<file path="src/hdl/int2rom_pkg.sv">
`timescale 1ns / 1ps

package int2rom_pkg;

  localparam int unsigned VALUE_W       = 12;
  localparam int unsigned CHAR_W        = 7;
  localparam int unsigned STEP_W        = 4;
  localparam int unsigned MAX_VALUE_DEF = 3999;

  // result status codes
  typedef enum logic [1:0] {
    ST_CHAR  = 2'd0,
    ST_EMPTY = 2'd1,
    ST_RANGE = 2'd2
  } status_e;

  // controller states
  typedef enum logic {
    S_IDLE = 1'b0,
    S_RUN  = 1'b1
  } state_e;

  // controller to datapath
  typedef struct packed {
    logic load;
    logic run;
  } ctrl_cmd_t;

  // datapath to controller
  typedef struct packed {
    logic done;
  } dp_stat_t;

  // greedy table weight per entry
  function automatic logic [VALUE_W-1:0] step_weight(input logic [STEP_W-1:0] s);
    logic [VALUE_W-1:0] w;
    case (s)
      4'd0:    w = 12'd1000;
      4'd1:    w = 12'd900;
      4'd2:    w = 12'd500;
      4'd3:    w = 12'd400;
      4'd4:    w = 12'd100;
      4'd5:    w = 12'd90;
      4'd6:    w = 12'd50;
      4'd7:    w = 12'd40;
      4'd8:    w = 12'd10;
      4'd9:    w = 12'd9;
      4'd10:   w = 12'd5;
      4'd11:   w = 12'd4;
      default: w = 12'd1;
    endcase
    return w;
  endfunction

  // first letter of each entry
  function automatic logic [CHAR_W-1:0] step_first(input logic [STEP_W-1:0] s);
    logic [CHAR_W-1:0] c;
    case (s)
      4'd0:    c = 7'h4D; // M
      4'd1:    c = 7'h43; // C
      4'd2:    c = 7'h44; // D
      4'd3:    c = 7'h43;
      4'd4:    c = 7'h43;
      4'd5:    c = 7'h58; // X
      4'd6:    c = 7'h4C; // L
      4'd7:    c = 7'h58;
      4'd8:    c = 7'h58;
      4'd9:    c = 7'h49; // I
      4'd10:   c = 7'h56; // V
      4'd11:   c = 7'h49;
      default: c = 7'h49;
    endcase
    return c;
  endfunction

  // second letter of two-letter entries, zero otherwise
  function automatic logic [CHAR_W-1:0] step_second(input logic [STEP_W-1:0] s);
    logic [CHAR_W-1:0] c;
    case (s)
      4'd1:    c = 7'h4D;
      4'd3:    c = 7'h44;
      4'd5:    c = 7'h43;
      4'd7:    c = 7'h4C;
      4'd9:    c = 7'h58;
      4'd11:   c = 7'h56;
      default: c = 7'h00;
    endcase
    return c;
  endfunction

endpackage

</file>
<file path="src/hdl/integer_to_roman_numeral.sv">
`timescale 1ns / 1ps

// Integer to Roman numeral converter. Each accepted value (1 to MAX_VALUE) comes
// out as a run of ASCII letters, most significant first, one letter per output
// beat, the final beat flagged by last_o. Zero gives one beat with status 1 and
// above MAX_VALUE one beat with status 2, both with char_code_o 0. A single
// compare-and-subtract stage walks the greedy table: each step either emits a
// letter, once the output slot is free, or moves on to the next table entry.
// The next value is taken once the last letter is in the output register, even
// if that beat is still waiting.
module integer_to_roman_numeral #(
  parameter int unsigned MAX_VALUE = int2rom_pkg::MAX_VALUE_DEF
) (
  input  logic                            clk_i,
  input  logic                            rst_ni,
  input  logic                            in_valid_i,
  output logic                            in_ready_o,
  input  logic [int2rom_pkg::VALUE_W-1:0] value_i,
  output logic                            out_valid_o,
  input  logic                            out_ready_i,
  output logic [int2rom_pkg::CHAR_W-1:0]  char_code_o,
  output logic [1:0]                      status_o,
  output logic                            last_o
);

  int2rom_pkg::ctrl_cmd_t cmd;
  int2rom_pkg::dp_stat_t  stat;

  // sequencer
  int2rom_ctrl u_ctrl (
    .clk_i      (clk_i),
    .rst_ni     (rst_ni),
    .in_valid_i (in_valid_i),
    .stat_i     (stat),
    .in_ready_o (in_ready_o),
    .cmd_o      (cmd)
  );

  // table walk and output register
  int2rom_dp #(
    .MAX_VALUE (MAX_VALUE)
  ) u_dp (
    .clk_i       (clk_i),
    .rst_ni      (rst_ni),
    .cmd_i       (cmd),
    .value_i     (value_i),
    .out_ready_i (out_ready_i),
    .stat_o      (stat),
    .out_valid_o (out_valid_o),
    .char_code_o (char_code_o),
    .status_o    (status_o),
    .last_o      (last_o)
  );

endmodule

</file>
<file path="src/hdl/int2rom_ctrl.sv">
`timescale 1ns / 1ps

module int2rom_ctrl (
  input  logic                   clk_i,
  input  logic                   rst_ni,
  input  logic                   in_valid_i,
  input  int2rom_pkg::dp_stat_t  stat_i,
  output logic                   in_ready_o,
  output int2rom_pkg::ctrl_cmd_t cmd_o
);

  int2rom_pkg::state_e state_q, state_d;

  // state register
  always_ff @(posedge clk_i or negedge rst_ni) begin
    if (!rst_ni) begin
      state_q <= int2rom_pkg::S_IDLE;
    end else begin
      state_q <= state_d;
    end
  end

  // next state
  always_comb begin
    state_d = state_q;
    case (state_q)
      int2rom_pkg::S_IDLE: begin
        if (in_valid_i) state_d = int2rom_pkg::S_RUN;
      end
      int2rom_pkg::S_RUN: begin
        if (stat_i.done) state_d = int2rom_pkg::S_IDLE;
      end
      default: state_d = int2rom_pkg::S_IDLE;
    endcase
  end

  // outputs
  always_comb begin
    in_ready_o = 1'b0;
    cmd_o      = '0;
    case (state_q)
      int2rom_pkg::S_IDLE: begin
        in_ready_o = 1'b1;
        cmd_o.load = in_valid_i;
      end
      int2rom_pkg::S_RUN: begin
        cmd_o.run = 1'b1;
      end
      default: begin
        in_ready_o = 1'b0;
      end
    endcase
  end

endmodule

</file>
<file path="src/hdl/int2rom_dp.sv">
`timescale 1ns / 1ps

module int2rom_dp #(
  parameter int unsigned MAX_VALUE = int2rom_pkg::MAX_VALUE_DEF
) (
  input  logic                                clk_i,
  input  logic                                rst_ni,
  input  int2rom_pkg::ctrl_cmd_t              cmd_i,
  input  logic [int2rom_pkg::VALUE_W-1:0]     value_i,
  input  logic                                out_ready_i,
  output int2rom_pkg::dp_stat_t               stat_o,
  output logic                                out_valid_o,
  output logic [int2rom_pkg::CHAR_W-1:0]      char_code_o,
  output logic [1:0]                          status_o,
  output logic                                last_o
);

  localparam logic [int2rom_pkg::VALUE_W-1:0] MaxVal = int2rom_pkg::VALUE_W'(MAX_VALUE);

  logic [int2rom_pkg::VALUE_W-1:0] rem_q, rem_d;
  logic [int2rom_pkg::STEP_W-1:0]  step_q, step_d;
  logic                            pair_q, pair_d;
  int2rom_pkg::status_e            kind_q, kind_d;
  logic                            out_valid_q, out_valid_d;
  logic [int2rom_pkg::CHAR_W-1:0]  char_q, char_d;
  logic [1:0]                      status_q, status_d;
  logic                            last_q, last_d;

  logic                            slot_free;
  logic                            emit;
  logic [int2rom_pkg::VALUE_W-1:0] weight;
  logic [int2rom_pkg::VALUE_W-1:0] rem_sub;
  logic [int2rom_pkg::CHAR_W-1:0]  second;

  assign slot_free = !out_valid_q || out_ready_i;
  assign weight    = int2rom_pkg::step_weight(step_q);
  assign rem_sub   = rem_q - weight;
  assign second    = int2rom_pkg::step_second(step_q);

  // one table step per cycle: move to the next entry, or emit a letter or flag beat once the output slot is free
  always_comb begin
    rem_d    = rem_q;
    step_d   = step_q;
    pair_d   = pair_q;
    kind_d   = kind_q;
    char_d   = char_q;
    status_d = status_q;
    last_d   = last_q;
    emit     = 1'b0;
    stat_o   = '0;
    if (cmd_i.load) begin
      rem_d  = value_i;
      step_d = '0;
      pair_d = 1'b0;
      if (value_i == '0) begin
        kind_d = int2rom_pkg::ST_EMPTY;
      end else if (value_i > MaxVal) begin
        kind_d = int2rom_pkg::ST_RANGE;
      end else begin
        kind_d = int2rom_pkg::ST_CHAR;
      end
    end else if (cmd_i.run) begin
      if (kind_q != int2rom_pkg::ST_CHAR) begin
        if (slot_free) begin
          emit     = 1'b1;
          char_d   = '0;
          status_d = kind_q;
          last_d   = 1'b1;
        end
      end else if (pair_q) begin
        if (slot_free) begin
          emit     = 1'b1;
          char_d   = second;
          status_d = int2rom_pkg::ST_CHAR;
          last_d   = (rem_q == '0);
          pair_d   = 1'b0;
        end
      end else if (rem_q >= weight) begin
        if (slot_free) begin
          emit     = 1'b1;
          char_d   = int2rom_pkg::step_first(step_q);
          status_d = int2rom_pkg::ST_CHAR;
          last_d   = (rem_sub == '0) && (second == '0);
          rem_d    = rem_sub;
          pair_d   = (second != '0);
        end
      end else begin
        step_d = step_q + 1'b1;
      end
      stat_o.done = emit && last_d;
    end
  end

  // output slot occupancy
  always_comb begin
    out_valid_d = out_valid_q && !out_ready_i;
    if (emit) out_valid_d = 1'b1;
  end

  // control state
  always_ff @(posedge clk_i or negedge rst_ni) begin
    if (!rst_ni) begin
      rem_q       <= '0;
      step_q      <= '0;
      pair_q      <= 1'b0;
      kind_q      <= int2rom_pkg::ST_CHAR;
      out_valid_q <= 1'b0;
    end else begin
      rem_q       <= rem_d;
      step_q      <= step_d;
      pair_q      <= pair_d;
      kind_q      <= kind_d;
      out_valid_q <= out_valid_d;
    end
  end

  // result payload
  always_ff @(posedge clk_i) begin
    char_q   <= char_d;
    status_q <= status_d;
    last_q   <= last_d;
  end

  assign out_valid_o = out_valid_q;
  assign char_code_o = char_q;
  assign status_o    = status_q;
  assign last_o      = last_q;

  // a flagged result carries no letter and closes its run
  a_flag_no_char: assert property (@(posedge clk_i) disable iff (!rst_ni)
    out_valid_q && (status_q != int2rom_pkg::ST_CHAR) |-> (char_q == '0) && last_q)
    else $error("flagged result carries a letter or is not last");

  // a letter result has a nonzero code
  a_char_nonzero: assert property (@(posedge clk_i) disable iff (!rst_ni)
    out_valid_q && (status_q == int2rom_pkg::ST_CHAR) |-> (char_q != '0))
    else $error("letter result with zero code");

  // the table walk never runs past the last entry
  a_step_range: assert property (@(posedge clk_i) disable iff (!rst_ni)
    cmd_i.run && (kind_q == int2rom_pkg::ST_CHAR) |-> (step_q <= 4'd12))
    else $error("table step beyond last entry");

  // a new letter is never written over a result still waiting
  a_no_overwrite: assert property (@(posedge clk_i) disable iff (!rst_ni)
    out_valid_q && !out_ready_i |=> $stable(char_q) && $stable(last_q))
    else $error("waiting result overwritten");

endmodule

</file>
<file path="config.mk">
export PLATFORM = sky130hd
export DESIGN_NAME = integer_to_roman_numeral
export DESIGN_NICKNAME = d
export VERILOG_FILES = /design/src/hdl/int2rom_pkg.sv /design/src/hdl/integer_to_roman_numeral.sv /design/src/hdl/int2rom_ctrl.sv /design/src/hdl/int2rom_dp.sv
export SDC_FILE = /design/constraint.sdc
export NUM_CORES = 1
export LEC_CHECK = 0
export ABC_CLOCK_PERIOD_IN_PS = 5000
export BUFFER_PORTS_ARGS = -buffer_cell sky130_fd_sc_hd__buf_2
export CORE_ASPECT_RATIO = 0.8
export CORE_MARGIN = 3
export CORE_UTILIZATION = 45
export DETAILED_ROUTE_END_ITERATION = 7
export GPL_TIMING_DRIVEN = 0
export HOLD_SLACK_MARGIN = 0.08
export SLEW_MARGIN = 15
export SYNTH_ARGS = -nofsm -noshare
export SYNTH_HDL_FRONTEND = slang
export SYNTH_HIERARCHICAL = 1
export SYNTH_SLANG_ARGS = --single-unit
export TNS_END_PERCENT = 20
</file>
<file path="constraint.sdc">
create_clock -name clk_i -period 5 [get_ports clk_i]
set_input_delay 0 -clock clk_i [delete_from_list [all_inputs] [get_ports clk_i]]
set_output_delay 0 -clock clk_i [all_outputs]
set_load 0.02 [all_outputs]
</file>
Yosys cells after proc, flatten, opt, wreduce, memory -nomap -nowiden
Memory sizes are Yosys's and may differ from the RTL's.
Index checks and enable logic that the tools add are counted.
{ "word_totals": {"reg_bits": 31, "rom_bits": 240, "input_bits": 16, "out_inout_bits": 12, "elab_cells": 106, "n_memories": 2} }
{ "op_classes": {"addsub": 2, "order_cmp": 2, "n_eq_ne": 10, "n_mux": 57, "n_bitwise": 2, "n_reduce_logical": 22} }
{ "memory_table": {"columns": ["name", "words", "word_bits", "rd", "rd_ports_with_merged_regs", "write_ports", "line_no", "rtl"], "rows": [
  ["(no name shown)", 16, 10, 1, 0, 0, "int2rom_pkg.sv:37", "case (s)"],
  ["(no name shown)", 16, 5, 1, 0, 0, "int2rom_pkg.sv:58", "case (s)"]
]} }
{ "ops": {"columns": ["op", "count"], "rows": [
  ["$mux 12", 6],
  ["$mux 7", 6],
  ["$pmux 7 s6", 1],
  ["$logic_not 12->1", 3],
  ["$mux 1", 31],
  ["$mux 4", 5],
  ["$mux 2", 7],
  ["$ge 12x12->1", 1],
  ["$gt 12x12->1 const B", 1],
  ["$reduce_and 4->1", 3],
  ["$sub 12x12->12", 1],
  ["$eq 4x3->1 const B", 2],
  ["$eq 4x4->1 const B", 2],
  ["$reduce_bool 2->1", 4],
  ["$logic_not 7->1", 1],
  ["$reduce_bool 7->1", 1],
  ["$ne 2x2->1 const B", 3],
  ["$reduce_and 5->1", 1],
  ["$add 4x1->4 const B", 1],
  ["$eq 4x1->1 const B", 1],
  ["$eq 4x2->1 const B", 1],
  ["$reduce_and 2->1", 2],
  ["$logic_and 1x1->1", 3],
  ["$reduce_bool 3->1", 1],
  ["other kinds (5)", 7]
]} }

Logic depth before layout (Yosys ltp)
Gate-level depths: netlist (run 1).
{ "logic_depth": {"word_depth": 15, "mapped_depth": 15, "mapped_depth_nobuf": 15} }

Cells and area by module
Netlist (run 1), hierarchy kept.
{ "modules_own_cells": {"columns": ["mod", "n_inst", "cells_each", "area_each_um2", "seq_area_each_um2"], "rows": [
  ["int2rom_dp", 1, 278, 2338.5, 770.7],
  ["int2rom_ctrl", 1, 5, 52.6, 25.0]
]} }

Worst setup path after synthesis (run 1)
No wires, ideal clock.
{ "synth_path": {"path_kind": "reg2reg", "startpoint": "reg u_dp/step_q[0] (netlist name)", "endpoint": "reg u_ctrl.state_q", "setup_time_ns": 0.124, "arrival_time_ns": 3.239, "t_required_ns": 4.876, "slack_ns": 1.636, "path_stages_with_launch": 14, "n_path_buf": 0, "period_less_slack_ns": 3.364, "cell_sequence": "dfrtp_1 inv_1 ha_1 mux2_2 o21ai_0 ha_1 and2b_1 o22a_2 xor2_1 or4_4 nor4_2 nand4_1 a211oi_2 o21bai_1"} }
{ "synth_between": {"elab_chain_cells": 15, "word_cells_on_any_way": 29, "cone_classes": "add/sub: 1; order compare: 1; eq/ne: 6; mux: 16; reduce/logical: 4; memory: 1"} }
{ "synth_rtl": {"columns": ["element", "line_no", "rtl"], "rows": [
  ["start: declaration", "int2rom_dp.sv:21", "logic [int2rom_pkg::STEP_W-1:0] step_q, step_d;"],
  ["start signal: assignment", "int2rom_dp.sv:110", "step_q <= step_d;"],
  ["$mem_v2 16x10, or another cell as far along", null, null],
  ["$sub 12x12->12 / $pmux 7 s6 (equally long branches)", "int2rom_dp.sv:37, int2rom_pkg.sv:79", null],
  ["$logic_not 12->1 / $logic_not 7->1 (equally long branches)", "int2rom_dp.sv:83", "last_d = (rem_sub == '0) && (second == '0);"],
  ["$logic_and 1x1->1", "int2rom_dp.sv:83", null],
  ["$mux 1", "int2rom_dp.sv:79", "if (slot_free) begin"],
  ["$mux 1", "int2rom_dp.sv:78", "end else if (rem_q >= weight) begin"],
  ["$mux 1", "int2rom_dp.sv:70", "end else if (pair_q) begin"],
  ["$mux 1", "int2rom_dp.sv:63", "if (kind_q != int2rom_pkg::ST_CHAR) begin"],
  ["$mux 1", "int2rom_dp.sv:62", "end else if (cmd_i.run) begin"],
  ["$mux 1", "int2rom_dp.sv:51", "if (cmd_i.load) begin"],
  ["$logic_and 1x1->1 *", "int2rom_dp.sv:90", "stat_o.done = emit && last_d;"],
  ["$mux 1 *", "int2rom_dp.sv:62", null],
  ["$mux 1 *", "int2rom_dp.sv:51", null],
  ["net stat", "integer_to_roman_numeral.sv:27", "int2rom_pkg::dp_stat_t stat;"],
  ["$mux 1 *", "int2rom_ctrl.sv:31", "if (stat_i.done) state_d = int2rom_pkg::S_IDLE;"],
  ["$pmux 1 s2 *", "int2rom_ctrl.sv:26", "case (state_q)"],
  ["net u_ctrl.state_d", "int2rom_ctrl.sv:12", "int2rom_pkg::state_e state_q, state_d;"],
  ["end signal: assignment", "int2rom_ctrl.sv:17", "state_q <= int2rom_pkg::S_IDLE;"],
  ["end signal: assignment", "int2rom_ctrl.sv:19", "state_q <= state_d;"],
  ["end: declaration", "int2rom_ctrl.sv:12", null]
]} }
The timed path passes the listed nets; every way through them passes the cells marked *. The select of a mux whose other input is x is not followed.
A chain may end at the register's enable or synchronous reset.

Final worst setup path (run 1)
{ "layout_path": {"startpoint": "reg u_dp/step_q[1] (netlist name)", "endpoint": "reg u_ctrl.state_q"} }
Same word-level chain as after synthesis.

==> flow_summary.json, run 1 <==
{
  "slew_viol_final": 0,
  "yosysWarnings": 6,
  "wl_per_cell_um": 16.4,
  "critical_path_class": "reg -> reg",
  "fp.coreArea_um2": 5060,
  "startpoint_type": "flip-flop",
  "grt_max_degree": 22,
  "cts.sinks": 30,
  "max_cap_violations": 0,
  "worstPathCellList": "inv_1 > ha_1 > mux2_2 > o21ai_0 > ha_1 > and2b_1 > o22a_2 > xor2_1 > or4_4 > nor4_2 > nand4_1 > a211oi_2 > o21bai_1",
  "p_leak_nw": 1.25,
  "die_h_um": 71.2,
  "antenna_found_initial": 0,
  "period_share_pct": 77.6,
  "post_cts_resized": 0,
  "path_delay_family": "simple AND/OR/NAND/NOR gates",
  "numCtsBuffers": 5,
  "clock.fmax_mhz": 258,
  "synth.net_count": 316,
  "timing.setup.tns_ps": 0,
  "ys.flop_type": "dfrtp_1",
  "rsz0062_at_grt": "no",
  "worstMarginPinSlew_ps": 734,
  "end_kind": "flip-flop",
  "pwr-share-seq_pct": 23.1,
  "drt_iter0_markers": 178,
  "path_clk_slew_ps": 70,
  "fin_skew_ps": 3.65,
  "drt_wl_total_um": 6480,
  "syn_avg_cell_area_um2": 8.45,
  "cpMostUsedCell": "ha_1",
  "outcome": "finished, final reports clean",
  "final-hold-violation-count": 0,
  "synth_sequential_area_ratio_pct": 33.3,
  "grt_pass1_vias": 2038,
  "synthTopCellsByArea": "dfrtp_1 22%, edfxtp_1 11%, ha_1 8.4%, nor2_1 5.5%, o21ai_0 3.8%",
  "first_pass_iters": 4,
  "cp_num_buf_inv": 1,
  "hpwl_um": 4910,
  "grt_use_total_pct": 22.0,
  "cp.arrival_ps": 4050,
  "areaGrowthSynthToFinish_pct": 20.9,
  "grt_pass1_wl_um": 10300,
  "critPathMaxFanout": 8,
  "setup_violations": 0,
  "antenna_cells": 0,
  "cts-htree-levels": 2,
  "cts_tree": "built",
  "critPathMaxStageDelay_ps": 550,
  "route.detailed.drc": 0,
  "synth_edf_count": 9,
  "p_int_mw": 1.07,
  "ys_ff_latch": 30,
  "layout_commonest_cell": "nor2_1",
  "max-vdd-ir-drop_mv": 0.311,
  "gr-total-overflow": 0,
  "p_sw_share_pct": 48.2,
  "portBuffers": 26,
  "synthDistinctLibCells": 58,
  "cp_slowest_cell": "or4_4",
  "ios": 28,
  "required_ps": 5170,
  "synth_async_sr_flop_share_pct": 70.0,
  "num_rows": 23,
  "max_slew_margin_pct": 50.7,
  "hold_class": "in -> async",
  "ant_nets": 0,
  "die_area_um2": 6230,
  "vias": 2274,
  "ctsLongestPathBuffers": 2,
  "routabilityCongestion": 0.860,
  "fin_crit_ps": 3880,
  "syn_area_um2": 2390,
  "die_x_um": 87.5,
  "avgViaCountPerCell": 5.76,
  "synth.largest_area_cell": "dfrtp_1",
  "p_clk_share_pct": 13.1,
  "final_util_pct": 57.1,
  "root_buffer": "clkbuf_8",
  "initial_core_util_pct": 47.2,
  "nets": 365,
  "syn-instance-count": 283,
  "clkLatencyLatePin_ps": 290,
  "pwr-share-comb_pct": 63.9,
  "p_switching_mw": 0.994,
  "synth_top_area_share_pct": 22.0,
  "layout_common_cells": "35 x nor2_1, 27 x buf_2, 21 x dfrtp_1",
  "drive_above_1_share_pct": 16.8,
  "powerDensity_nw_per_um2": 713
}
[worst paths after layout]
check	startpoint	endpoint	slack, ps	cells past startpoint
worst max-delay path	u_dp/step_q[1]	u_ctrl/state_q	1120	13
worst min-delay path	rst_ni	u_ctrl/state_q	210	2
worst max register to register	u_dp/step_q[1]	u_ctrl/state_q	1120	13
worst min register to register	u_dp/out_valid_o	u_dp/out_valid_o	540	2
max in group asynchronous	rst_ni	u_dp/rem_q[0]	4460	2
min in group clk_i	value_i[3]	u_dp/rem_q[3]	530	4
[registers in the layout (all words and copies together) (netlist names)]
signal	count
u_dp/rem_q	12
u_dp/last_o	1
u_dp/out_valid_o	1
u_dp/status_o	2
u_ctrl/state_q	1
u_dp/step_q	4
u_dp/char_code_o	6
u_dp/kind_q	2
u_dp/pair_q	1
[metal layers]
layer | share of wire, % | wire [µm] | up-vias | track usage [%]
met4 | 0.94 | 61 | 0 | 5.11
met2 | 41 | 2640 | 62 | 30.7
li1 | - | - | 1137 | -
met5 | 0 | 0 | - | 0
met3 | 5.5 | 356 | 7 | 4.31
met1 | 53 | 3430 | 1068 | 34.5
[metrics by stage]
step	instances	setup WS, ps	area [µm²]	power, mW	hold slack (ps)
after CTS	395	1130	2890	2.05	215
after global placement	371	1180	2600	1.75	-12.1
after detailed placement	371	1140	2600	1.75	-10.2
after floorplan	283	1640	2390	1.43	-296
final	395	1120	2890	2.06	210
after global routing	395	814	2890	2.23	235
[what timing repair did]
action	4_1_cts	5_1_grt
setup buffers	0	0
endpoints found under the hold margin	35	0
hold buffers	16	0
[power groups by stage]
stage	clock network (mW)	registers (mW)	logic [mW]
2_1_floorplan	0	0.489	0.938
3_3_place_gp	0	0.475	1.27
3_5_place_dp	0	0.475	1.28
4_1_cts	0.277	0.471	1.30
5_1_grt	0.290	0.488	1.45
6_report	0.269	0.475	1.32
[worst register-to-register path, cell delays in order, from the launching register on]
cell and delay, ps:
dfrtp_1 500, inv_1 190, ha_1 380, mux2_2 280, o21ai_0 150, ha_1 310
and2b_1 220, o22a_2 250, xor2_1 190, or4_4 550, nor4_2 140, nand4_1 230
a211oi_2 290, o21bai_1 100
[area by class of cell]
type | count | area [µm²]
Fill cell | 461 | 2170
Inverter | 14 | 52.6
Multi-Input combinational cell | 225 | 1470
Tap cell | 62 | 77.6
Buffer | 14 | 73.8
Timing Repair Buffer | 42 | 290
Clock buffer | 8 | 133
Sequential cell | 30 | 796
[kinds of logic (layout without fill, tap and decap cells)]
family          after synthesis  in the layout  share of synthesized area [%]
mux                           3              3                           1.31
xor+xnor                     12             12                           4.40
other cells                   1              1                          0.157
compound gates               84             84                           23.8
fa+ha+maj                    17             17                           9.21
flops                        30             30                           33.3
buf+inv                      28             78                           5.28
simple gates                108            108                           22.6
[cells in the mapped netlist (6+ instances only)]
cell      instances
clkbuf_1          8
a21oi_1          17
o22ai_1           9
o21ai_0          18
nand2_1          20
nor2_1           35
ha_1             16
nand3_1           8
edfxtp_1          9
dfrtp_1          21
nand4_1           6
nor2b_1           9
inv_1            14
nor3_1            6
xor2_1            7
(Power assumes the default switching activity.)
==> inputs of run 2 (changes only) <==
Settings changed: ABC_AREA from default to 1, ABC_CLOCK_PERIOD_IN_PS 5000 to 3750.
Clock period 5 ns to 3.75 ns, I/O delays scaled along.
==> flow_summary.json, run 2 <==
{
  "outcome": "finished, final reports clean",
  "dpl_worst_slack_ps": 283,
  "nets": 477,
  "max_slew_margin_pct": 53.1,
  "num_rows": 24,
  "antenna_cells": 0,
  "ios": 28,
  "gr-total-overflow": 0,
  "setup_violations": 0,
  "areaGrowthSynthToFinish_pct": 18.9,
  "die_h_um": 73.9,
  "p_switching_mw": 1.77,
  "die_area_um2": 6720,
  "pwr-share-seq_pct": 19.5,
  "cts.sinks": 30,
  "seqCellArea_um2": 798,
  "synthTopCellsByArea": "dfrtp_1 20%, nand2_1 16%, edfxtp_1 10%, inv_1 8.8%, ha_1 7.7%",
  "numCtsBuffers": 5,
  "ctsLongestPathBuffers": 2,
  "worstMarginPinSlew_ps": 697,
  "layout_commonest_cell": "nand2_1",
  "synth_top_area_share_pct": 20.2,
  "wl_per_cell_um": 13.7,
  "synth_edf_count": 9,
  "end_kind": "flip-flop",
  "max_cap_violations": 0,
  "synth_async_sr_flop_share_pct": 70.0,
  "syn_avg_cell_area_um2": 6.59,
  "drt_iter0_markers": 198,
  "reg2reg_depth": 23,
  "grt_use_total_pct": 22.4,
  "cp_num_cells": 23,
  "holdPathStages": 5,
  "rsz0062_at_grt": "no",
  "p_sw_share_pct": 55.2,
  "p_leak_nw": 1.60,
  "fill_cells": 589,
  "path_delay_family": "simple AND/OR/NAND/NOR gates",
  "clkLatencyLatePin_ps": 280,
  "root_buffer": "clkbuf_8",
  "drt_wl_total_um": 7170,
  "clock.fmax_mhz": 291,
  "worstPathCellList": "inv_1 > ha_1 > inv_1 > nor2_1 > a21oi_1 > inv_1 > fa_1 > inv_1 > nand2_1 > nand2_1 > nand3_1 > nand2_1 > nand2_1 > nor2_1 > nand3_1 > nor2_1 > nand3_1 > nand2_1 > nand2_1 > a21oi_1 > inv_1 > nand2_1 > nand2_2",
  "fin_crit_ps": 3430,
  "startpoint_type": "flip-flop",
  "cts-htree-levels": 2,
  "largest_reg_flops": 12,
  "drive_above_1_share_pct": 12.6,
  "ys_ff_latch": 30,
  "cp_num_buf_inv": 5,
  "grt_pass1_vias": 2398,
  "grt_pass1_wl_um": 11800,
  "slew_viol_final": 0,
  "critPathMaxFanout": 7,
  "critical_path_class": "reg -> reg",
  "synth.largest_area_cell": "dfrtp_1",
  "critPathMaxStageDelay_ps": 460,
  "p_int_mw": 1.44,
  "required_ps": 3930,
  "layout_common_cells": "113 x nand2_1, 61 x inv_1, 44 x nor2_1",
  "cts_tree": "built",
  "cp.arrival_ps": 3610,
  "path_clk_slew_ps": 70,
  "powerDensity_nw_per_um2": 1040,
  "route.detailed.drc": 0,
  "timing.setup.tns_ps": 0,
  "period_share_pct": 91.6,
  "antenna_found_initial": 0,
  "fp.coreArea_um2": 5530,
  "finalWorstSetupSlack_ps": 317,
  "routabilityCongestion": 0.893,
  "p_total_mw": 3.21,
  "ant_nets": 0,
  "synth_sequential_area_ratio_pct": 30.7,
  "synthDistinctLibCells": 36,
  "portBuffers": 26,
  "syn-instance-count": 394,
  "yosysWarnings": 6,
  "cpMostUsedCell": "nand2_1",
  "max-vdd-ir-drop_mv": 0.409,
  "fin_skew_ps": 5.67,
  "avgViaCountPerCell": 5.12,
  "initial_core_util_pct": 47.0,
  "multi_input_area_um2": 1490,
  "syn_area_um2": 2600,
  "vias": 2680,
  "cp_slowest_cell": "dfrtp_2",
  "final-hold-violation-count": 0,
  "synth.net_count": 427,
  "p_clk_share_pct": 8.4,
  "grt_max_degree": 22,
  "hold_class": "in -> reg",
  "synth.most_common_cell": "nand2_1",
  "postCtsSetupBuffers": 0,
  "first_pass_iters": 5,
  "die_x_um": 90.9,
  "largest-register": "u_dp/rem_q",
  "hpwl_um": 5650,
  "pwr-share-comb_pct": 72.1,
  "ys.flop_type": "dfrtp_1",
  "synthTopCellsByCount": "113 x nand2_1, 61 x inv_1, 44 x nor2_1"
}
-- run 2: cell count changes in the layout (fill, tap and decap cells not counted), moves of 9 or more --
cell     change
nand3_1     +22
nor2b_1      -9
inv_1       +47
nand2_1     +93
nor2_1       +9
-- run 2: layout make-up --
cell class / instances / area share, %
flip-flops and latches: 30 / 25.9
multi-input cells: 287 / 48.3
repair buffers: 43 / 9.73
inverters: 66 / 8.03
clock buffers: 6 / 2.68
well taps: 78 / 3.16
clock inverters: 2 / 0.243
plain buffers: 11 / 1.99
-- run 2: kinds of logic after synthesis --
logic type | Yosys count | synth area share (%)
AND/OR/NAND/NOR | 208 | 34.3
buffers and inverters | 77 | 11.9
AO/OA/AOI/OAI | 59 | 13.8
flip-flops | 30 | 30.7
adder cells (fa/ha/maj) | 17 | 8.48
XOR/XNOR | 2 | 0.675
other | 1 | 0.144
-- run 2: power by group through the flow --
| stage | registers, mW | clock network [mW] | logic [mW] |
|---|---|---|---|
| final | 0.626 | 0.271 | 2.32 |
| after global placement | 0.623 | 0 | 2.25 |
| after floorplan | 0.666 | 0 | 1.69 |
| after global routing | 0.643 | 0.290 | 2.62 |
| after detailed placement | 0.628 | 0 | 2.27 |
| after CTS | 0.622 | 0.273 | 2.29 |
-- run 2: tightest hold or removal path: stages --
cell     delay (ps)
buf_2           100
nand2_1          50
o21ai_0          70
nand2_1          50
o21ai_0          60
-- run 2: metrics by stage --
step | instance area (µm²) | hold slack (ps) | utilization, % | cells
final | 3090 | 94.2 | 55.9 | 523
after global placement | 2820 | -4.14 | 51.1 | 498
after detailed placement | 2820 | -4.19 | 51.1 | 498
after CTS | 3080 | 87.2 | 55.8 | 523
after global routing | 3090 | 140 | 55.9 | 523
after floorplan | 2600 | -296 | - | 394
-- run 2: final timing paths --
kind	start	end	slack, ps
max	u_dp/step_q[0]	u_ctrl/state_q	320
min	value_i[8]	u_dp/rem_q[8]	90
max reg2reg	u_dp/step_q[0]	u_ctrl/state_q	320
min reg2reg	u_dp/kind_q[0]	u_dp/kind_q[0]	540
max in group asynchronous	rst_ni	u_dp/step_q[1]	3150
min in group asynchronous	rst_ni	u_dp/step_q[3]	220
-- run 2: repair_timing --
action,in CTS,in global routing
setup endpoints to repair,0,1
resized for setup,0,2
hold buffers,17,0
endpoints found under the hold margin,35,0
-- run 2: routing by layer --
layer  track usage [%]  wire length [µm]  vias up
li1                  -                 -     1370
met1              33.8              3530     1209
met2              34.7              3090       96
met3              3.03               506        5
met4              4.01                38        0
met5                 0                 0        -
==> inputs of run 3 (changes only) <==
Settings changed: ABC_CLOCK_PERIOD_IN_PS 3750 to 4300, CORE_MARGIN 3 to 4.
Clock period 3.75 ns to 4.3 ns, I/O delays scaled along.
==> flow_summary.json, run 3 (synthesis gave the netlist of run 2 again) <==
{
  "critPathMaxStageDelay_ps": 490,
  "postCtsSetupBuffers": 0,
  "dpl_worst_slack_ps": 864,
  "rsz0062_at_grt": "no",
  "outcome": "finished, final reports clean",
  "gr-total-overflow": 0,
  "max_cap_violations": 0,
  "grt_pass1_vias": 2448,
  "avgViaCountPerCell": 5.04,
  "r2r-start": "u_dp/step_q[0]",
  "die_h_um": 75.9,
  "final_util_pct": 56.2,
  "met1_usage_pct": 31.7,
  "ant_nets": 0,
  "slew_viol_final": 0,
  "ios": 28,
  "timing.setup.tns_ps": 0,
  "path_clk_slew_ps": 70,
  "pwr-share-comb_pct": 70.9,
  "hold_slack_ps": 106,
  "areaGrowthSynthToFinish_pct": 19.5,
  "cpMostUsedCell": "nand2_1",
  "p_clk_share_pct": 10.0,
  "num_rows": 24,
  "fill_cells": 576,
  "nets": 477,
  "p_int_mw": 1.30,
  "route.detailed.drc": 0,
  "first_pass_iters": 5,
  "cts.sinks": 30,
  "cp.arrival_ps": 3710,
  "cts_tree": "built",
  "place_area_um2": 2820,
  "largest-register": "u_dp/rem_q",
  "clock.fmax_mhz": 283,
  "critical_path_class": "reg -> reg",
  "wl_per_cell_um": 13.7,
  "vias": 2638,
  "grt.met3_usage_pct": 4.36,
  "worstMarginPinSlew_ps": 755,
  "antenna_cells": 0,
  "layout_common_cells": "113 x nand2_1, 61 x inv_1, 44 x nor2_1",
  "grt_use_total_pct": 21.2,
  "powerDensity_nw_per_um2": 917,
  "routabilityCongestion": 0.902,
  "fin_skew_ps": 3.63,
  "die_x_um": 92.9,
  "portBuffers": 26,
  "startpoint": "u_dp/step_q[0]",
  "drt_wl_total_um": 7180,
  "p_switching_mw": 1.55,
  "grt_max_degree": 22,
  "setup_violations": 0,
  "numCtsBuffers": 5,
  "cp_num_buf_inv": 5,
  "drt_iter0_markers": 235,
  "top_usage_layer": "met2",
  "final-hold-violation-count": 0,
  "hold_class": "in -> reg",
  "root_buffer": "clkbuf_8",
  "max-vdd-ir-drop_mv": 0.335,
  "initial_core_util_pct": 47.0,
  "p_leak_nw": 1.62,
  "path_delay_family": "simple AND/OR/NAND/NOR gates",
  "drive_above_1_share_pct": 12.6,
  "antenna_found_initial": 0,
  "grtUsageMet2_pct": 31.9,
  "largest_reg_flops": 12,
  "end_kind": "flip-flop",
  "worstPathCellList": "inv_1 > ha_1 > inv_1 > nor2_1 > a21oi_1 > inv_1 > fa_1 > inv_1 > nand2_1 > nand2_1 > nand3_1 > nand2_1 > nand2_1 > nor2_1 > nand3_1 > nor2_1 > nand3_1 > nand2_1 > nand2_1 > a21oi_1 > inv_1 > nand2_1 > nand2_2",
  "grt_pass1_wl_um": 12000,
  "min_from": "value_i[8]",
  "required_ps": 4480,
  "cp_slowest_cell": "dfrtp_1",
  "clkLatencyLatePin_ps": 280,
  "pwr-share-seq_pct": 19.1,
  "fin_crit_ps": 3530,
  "die_area_um2": 7060,
  "finalWorstSetupSlack_ps": 771,
  "max_slew_margin_pct": 49.2,
  "critPathMaxFanout": 7,
  "startpoint_type": "flip-flop",
  "ctsLongestPathBuffers": 2,
  "layout_commonest_cell": "nand2_1",
  "p_sw_share_pct": 54.3,
  "fin_area_um2": 3100,
  "cts-htree-levels": 2,
  "hpwl_um": 5670,
  "fp.coreArea_um2": 5530,
  "period_share_pct": 82.1
}
## run 3: cell count changes in the layout (fill, tap and decap cells not counted), sizes merged
cell / previous run / this run
bufinv: 0 / 1
clkbuf: 13 / 12
## run 3: per-stage QoR
step | std cells | power [mW]
final | 523 | 2.84
after global routing | 523 | 3.14
after CTS | 523 | 2.84
after detailed placement | 498 | 2.53
after global placement | 498 | 2.50
after floorplan | 394 | 2.05
## run 3: repair_timing
item                      CTS  global route
resized for setup           0             0
hold endpoints to repair   36             0
hold buffers               17             0
## run 3: tightest hold or removal path: cells and delay by family
kind / cells / cell delay [ps]
buf+inv: 1 / 110
compound gates: 2 / 140
simple gates: 2 / 110
## run 3: cell type report
class	instances	area [µm²]	share of cell area, %
multi-input cells	287	1490	48.1
flip-flops and latches	30	796	25.6
repair buffers	43	300	9.68
inverters	66	248	7.98
well taps	78	97.6	3.15
clock buffers	5	68.8	2.22
plain buffers	11	61.3	1.98
clock inverters	3	40.0	1.29
## run 3: per-layer routing
layer | share of wire [%] | vias up
li1 | - | 1370
met1 | 50 | 1172
met2 | 43 | 91
met3 | 6.4 | 5
met4 | 0.61 | 0
met5 | 0 | -
## run 3: power by group through the flow
stage | logic (mW) | registers, mW | clock network (mW)
floorplan | 1.47 | 0.580 | 0
global placement | 1.96 | 0.543 | 0
detailed placement | 1.98 | 0.546 | 0
CTS | 2.00 | 0.542 | 0.292
global route | 2.27 | 0.560 | 0.307
finish | 2.02 | 0.544 | 0.285
## run 3: worst paths after layout
path                                   to  slack (ps)  depth (start not counted)
min in group asynchronous  u_dp/step_q[3]         230                          2
max                        u_ctrl/state_q         770                         23
min                         u_dp/rem_q[8]         110                          5
max reg2reg                u_ctrl/state_q         770                         23
max in group asynchronous  u_ctrl/state_q        3730                          2
min reg2reg                u_dp/kind_q[0]         540                          2
